[config.mk]
export PLATFORM = sky130hd
export DESIGN_NAME = rc3_fifo
export DESIGN_NICKNAME = d
export VERILOG_FILES = /design/src/rc3_pkg.sv /design/src/rc3_fifo.sv
export SDC_FILE = /design/constraint.sdc
export NUM_CORES = 1
export LEC_CHECK = 0
export BUFFER_PORTS_ARGS = -buffer_cell sky130_fd_sc_hd__buf_2
export CORE_ASPECT_RATIO = 0.8
export CORE_MARGIN = 2
export CORE_UTILIZATION = 60
export DETAILED_ROUTE_END_ITERATION = 16
export PLACE_DENSITY = 0.86
export SKIP_LAST_GASP = 1
export SYNTH_ARGS = -nofsm -noshare
export SYNTH_HDL_FRONTEND = slang
export SYNTH_SLANG_ARGS = --single-unit
[constraint.sdc]
create_clock -name clk -period 10.6 [get_ports clk]
set_clock_uncertainty 0.15 [all_clocks]
set_input_delay 2.65 -clock clk [delete_from_list [all_inputs] [get_ports clk]]
set_output_delay 2.65 -clock clk [all_outputs]
set_load 0.02 [all_outputs]
[src/rc3_pkg.sv]
`default_nettype none

package rc3_pkg;

  // Frame limits and window geometry
  localparam int MAX_WIDTH  = 1024;
  localparam int MAX_HEIGHT = 1024;
  localparam int TAPS       = 3;
  localparam int WIN_N      = TAPS * TAPS;

  // Pixel and coefficient formats
  localparam int CHAN_N = 3;
  localparam int CHAN_W = 8;
  localparam int PIX_W  = CHAN_N * CHAN_W;
  localparam int COEF_W = 16;
  localparam int KROW_W = TAPS * COEF_W;

  // Register and result widths
  localparam int DIM_W     = 11;
  localparam int SUM_W     = 28;
  localparam int PROD_W    = CHAN_W + 1 + COEF_W;
  localparam int ROW_SUM_W = PROD_W + 2;
  localparam int TOT_W     = ROW_SUM_W + 2;

  // Position and count widths
  localparam int COL_W  = $clog2(MAX_WIDTH);
  localparam int ROW_W  = $clog2(MAX_HEIGHT);
  localparam int PEND_W = $clog2(MAX_WIDTH + 2);
  localparam int SPAN_W = ($clog2(MAX_WIDTH + 2) > $clog2(MAX_HEIGHT + 2)) ?
                          $clog2(MAX_WIDTH + 2) : $clog2(MAX_HEIGHT + 2);
  localparam int ARITH_W = ((SPAN_W > DIM_W) ? SPAN_W : DIM_W) + 1;

  // Output queue
  localparam int FIFO_DEPTH = 8;
  localparam int FIFO_PTR_W = $clog2(FIFO_DEPTH);
  localparam int FIFO_CNT_W = $clog2(FIFO_DEPTH + 1);

  localparam int CFG_IDX_W = 3;

  // Reset values of the configuration registers
  localparam logic [DIM_W-1:0]  RESET_WIDTH  = DIM_W'(640);
  localparam logic [DIM_W-1:0]  RESET_HEIGHT = DIM_W'(480);
  localparam logic [KROW_W-1:0] RESET_KROW_EDGE   = '0;
  localparam logic [KROW_W-1:0] RESET_KROW_CENTER = KROW_W'(65536);

  typedef enum logic {
    OP_PIXEL = 1'b0,
    OP_FLUSH = 1'b1
  } op_t;

  typedef enum logic [CFG_IDX_W-1:0] {
    REG_FRAME_WIDTH   = 3'd0,
    REG_FRAME_HEIGHT  = 3'd1,
    REG_KERNEL_TOP    = 3'd2,
    REG_KERNEL_MIDDLE = 3'd3,
    REG_KERNEL_BOTTOM = 3'd4
  } cfg_reg_t;

  typedef logic [PIX_W-1:0]                 pix_t;
  typedef logic [WIN_N-1:0][PIX_W-1:0]      win_t;
  typedef logic [TAPS-1:0][KROW_W-1:0]      kernel_t;
  typedef logic signed [SUM_W-1:0]          sum_t;

  // Request leaving the line stage for the multiply-accumulate pipeline
  typedef struct packed {
    logic valid;
    logic conv;
    logic last;
    pix_t px;
  } meta_t;

  // One result
  typedef struct packed {
    sum_t red;
    sum_t green;
    sum_t blue;
    logic last;
  } res_t;

endpackage

`default_nettype wire

[src/rc3_fifo.sv]
`default_nettype none

module rc3_fifo import rc3_pkg::*; (
  input  logic clk,
  input  logic rst,
  input  logic reserve,
  input  logic push,
  input  res_t push_data,
  input  logic pop,
  output logic out_valid,
  output res_t out_data,
  output logic full
);

  res_t                  q [FIFO_DEPTH];
  logic [FIFO_PTR_W-1:0] wr_ptr, rd_ptr;
  logic [FIFO_CNT_W-1:0] count, count_next;
  logic [FIFO_CNT_W-1:0] held, held_next;

  // Count stored entries and entries promised to requests in flight
  always_comb begin
    count_next = count;
    if (push && !pop) begin
      count_next = count + FIFO_CNT_W'(1);
    end else if (!push && pop) begin
      count_next = count - FIFO_CNT_W'(1);
    end
    held_next = held;
    if (reserve && !pop) begin
      held_next = held + FIFO_CNT_W'(1);
    end else if (!reserve && pop) begin
      held_next = held - FIFO_CNT_W'(1);
    end
  end

  always_ff @(posedge clk) begin
    if (rst) begin
      wr_ptr <= '0;
      rd_ptr <= '0;
      count  <= '0;
      held   <= '0;
    end else begin
      count <= count_next;
      held  <= held_next;
      if (push) begin
        wr_ptr <= wr_ptr + FIFO_PTR_W'(1);
      end
      if (pop) begin
        rd_ptr <= rd_ptr + FIFO_PTR_W'(1);
      end
    end
  end

  // Store the result
  always_ff @(posedge clk) begin
    if (push) begin
      q[wr_ptr] <= push_data;
    end
  end

  assign out_valid = count != '0;
  assign out_data  = q[rd_ptr];
  assign full      = held >= FIFO_CNT_W'(FIFO_DEPTH);

endmodule

`default_nettype wire

==> results.py <==
metrics = {
    "clock_network": {
        "clk_latency_ps": 620,
        "holdBufCountCts": 0,
        "cts_sinks": 697,
        "cts_resized": 0,
        "postCtsSetupBuffers": 0,
        "htreeDepth": 2,
        "root_buffer": "clkbuf_16",
        "cts_buffer_depth": 3,
        "path_clk_slew_ps": 60,
        "cts_buffers": 61,
        "tritoncts": "yes",
    },
    "timing": {
        "rsz0062_at_grt": "no",
        "worstMarginPinSlew_ps": 1146,
        "drv_slew": 0,
        "fin_hold_ws_ps": 360.7,
        "hold_viol": 0,
        "tns_ps": 0,
        "fin_crit_ps": 6263,
        "relSlewSlack_pct": 23.61,
        "clock.fmax_mhz": 159.7,
        "setup_ws_ps": 4337,
        "final-setup-viol-count": 0,
        "finalCritPeriodShare_pct": 59.09,
    },
    "cells_and_area": {
        "final_core_util_pct": 68.94,
        "fill_cells": 2535,
        "layout-drive-gt1-share_pct": 41.17,
        "nets": 1386,
        "area_growth_pct": 13.13,
    },
    "power": {
        "power_frac_comb_pct": 9.2,
        "clockPowerShare_pct": 36.6,
        "power.density_nw_per_um2": 194.6,
        "p_int_mw": 4.521,
        "p_leak_nw": 9.510,
        "p_switching_mw": 1.277,
        "p_seq_share_pct": 54.1,
        "switching_share_pct": 22.03,
        "ir_worst_vdd_mv": 0.1352,
    },
    "yosys": {
        "ys_seq_area_share_pct": 78.82,
        "yosys_warnings": 0,
        "avgSynthCellArea_sq_um": 24.43,
        "synth_area_sq_um": 26340,
        "synth_nets": 1178,
        "synth_cell_type_count": 24,
        "ys_seq_elements": 697,
        "synth_cells": 1078,
    },
    "grt": {
        "antenna_found_initial": 13,
        "grtUsageMet2_pct": 37.27,
        "first_global_vias": 12440,
        "grtUsageMet1_pct": 31.98,
        "grt_busiest_layer": "met2",
        "grt_usage_pct": 22.95,
        "grt_max_degree": 87,
        "overflow": 0,
        "grt_use_met3_pct": 5.155,
        "grt_pass1_wl_um": 76310,
    },
    "critical_path": {
        "crit_fanout": 46,
        "crit_type": "reg -> out",
        "rr_worst_depth": 4,
        "endpoint": "out_data[47]",
        "r2r_end": "q[6][0]$_DFFE_PP_",
        "cp-end-kind": "output pin",
        "worstPathArrival_ps": 3460,
        "r2r-start": "wr_ptr[1]$_SDFFE_PP0P_",
        "cp.required_ps": 7800,
        "startpoint_type": "flip-flop",
        "rrSetupSlack_ps": 7500,
    },
    "place": {
        "gp_congestion": 0.7485,
        "pre_cts_slack_ps": 4850,
        "port_buffers": 176,
        "dp_hpwl_um": 27020,
    },
    "drt": {
        "viasPerCell": 6.172,
        "ant_nets": 0,
        "post_drt_wl_per_cell_um": 26.75,
        "drcViolationCount": 0,
        "dr.first_iter.drc_count": 1131,
        "drt-total-wl_um": 50960,
        "drt-pass1-iter-count": 5,
        "vias": 11760,
    },
    "die": {
        "num_io_pins": 177,
        "fp-row-count": 68,
        "die-area_sq_um": 45600,
        "initial_core_util_pct": 60.94,
        "die_y_um": 191.4,
        "core-area_sq_um": 43220,
        "die_w_um": 238.2,
    },
    "job": {
        "maxCapViolCount": 0,
    },
    "hold_path": {
        "hp-class": "reg -> reg",
    },
    "run_status": {
        "status": "finished clean",
    },
}
-- registers in the layout, summed over array words and instances, names as in the netlist, named ones only --
signal,cells
rd_ptr,3
held,4
q,680
wr_ptr,3
count,4
-- final cells by class --
class	count	area (sq um)	area share, %
clock buffers	75	1579	5.299
multi-input cells	326	5329	17.88
flip-flops and latches	697	20770	69.71
diodes	9	22.52	0.07559
inverters	3	11.26	0.03779
clock inverters	38	331.6	1.113
repair buffers	197	1051	3.527
well taps	560	700.7	2.352
-- synth_stat cells --
cell type,count,area share (%)
mux2_2,87,3.7
nor2_1,25,0.36
mux2i_1,4,0.15
buf_1,9,0.13
dfxtp_1,17,1.3
edfxtp_1,680,78
a211oi_1,2,0.057
xnor2_1,4,0.13
nor2b_1,2,0.047
clkbuf_1,20,0.29
buf_6,11,0.47
fa_1,2,0.15
nand2_1,4,0.057
mux4_2,170,15
nor3_1,2,0.038
ha_1,8,0.38
xor2_1,4,0.13
inv_1,3,0.043
nand3_1,2,0.038
a31oi_1,2,0.047
a21oi_1,4,0.076
buf_2,12,0.23
or4_1,1,0.029
nand2b_1,3,0.071
-- layout by cell type (no fill, tap or decap), types with 5 or more instances in the layout --
| cell type | count |
|---|---|
| clkinv_2 | 10 |
| mux4_2 | 170 |
| bufinv_16 | 5 |
| buf_2 | 176 |
| clkinv_1 | 14 |
| dfxtp_1 | 14 |
| buf_4 | 20 |
| clkinvlp_4 | 6 |
| diode_2 | 9 |
| nor2_4 | 6 |
| clkbuf_16 | 61 |
| mux2_2 | 87 |
| nor2_1 | 19 |
| clkbuf_1 | 14 |
| edfxtp_1 | 680 |
| ha_1 | 8 |
-- worst min path at each step --
stage | to | depth (start not counted) | start
after detailed placement | held[2]$_SDFFE_PP0P_ | 2 | held[2]$_SDFFE_PP0P_
final | held[2]$_SDFFE_PP0P_ | 2 | held[2]$_SDFFE_PP0P_
after floorplan | held[2]$_SDFFE_PP0P_ | 2 | held[2]$_SDFFE_PP0P_
after global placement | held[2]$_SDFFE_PP0P_ | 2 | held[2]$_SDFFE_PP0P_
after CTS | held[2]$_SDFFE_PP0P_ | 2 | held[2]$_SDFFE_PP0P_
after global routing | held[2]$_SDFFE_PP0P_ | 2 | held[2]$_SDFFE_PP0P_
-- routing by layer --
| metal | share of wire, % | routed length [um] |
|---|---|---|
| met1 | 41 | 20810 |
| met2 | 50 | 25340 |
| met3 | 7.2 | 3691 |
| met4 | 2.1 | 1061 |
| met5 | 0.13 | 65 |
-- logic make-up after synthesis --
| kind of cell | share of synthesized area [%] |
|---|---|
| adders and majority gates | 0.5321 |
| muxes | 18.41 |
| DFF | 78.82 |
| xor gates and xnor gates | 0.2660 |
| buffers and inverters | 1.154 |
| AOI/OAI and AO/OA | 0.1805 |
| and+or+nand+nor | 0.6366 |
-- power by group through the flow --
stage,sequential (mW),combinational [mW],clock (mW)
3_3_place_gp,3.19,0.523,0
2_1_floorplan,3.19,0.383,0
4_1_cts,3.14,0.544,2.16
6_report,3.14,0.535,2.12
5_1_grt,3.15,0.575,2.26
3_5_place_dp,3.20,0.538,0
-- critical path: stages (launching register included) --
cell and delay (ps):
dfxtp_4 870, buf_4 830, mux4_2 630, mux2_2 300, buf_2 160
-- metrics by stage --
step	power [mW]	cell area, sq um	std cells
after floorplan	3.569	26340	1078
after global placement	3.717	27860	1783
after detailed placement	3.737	27860	1783
after CTS	5.843	29770	1896
after global routing	5.979	29780	1898
final	5.799	29800	1905
No activity file was read; power rests on OpenSTA's default activity.
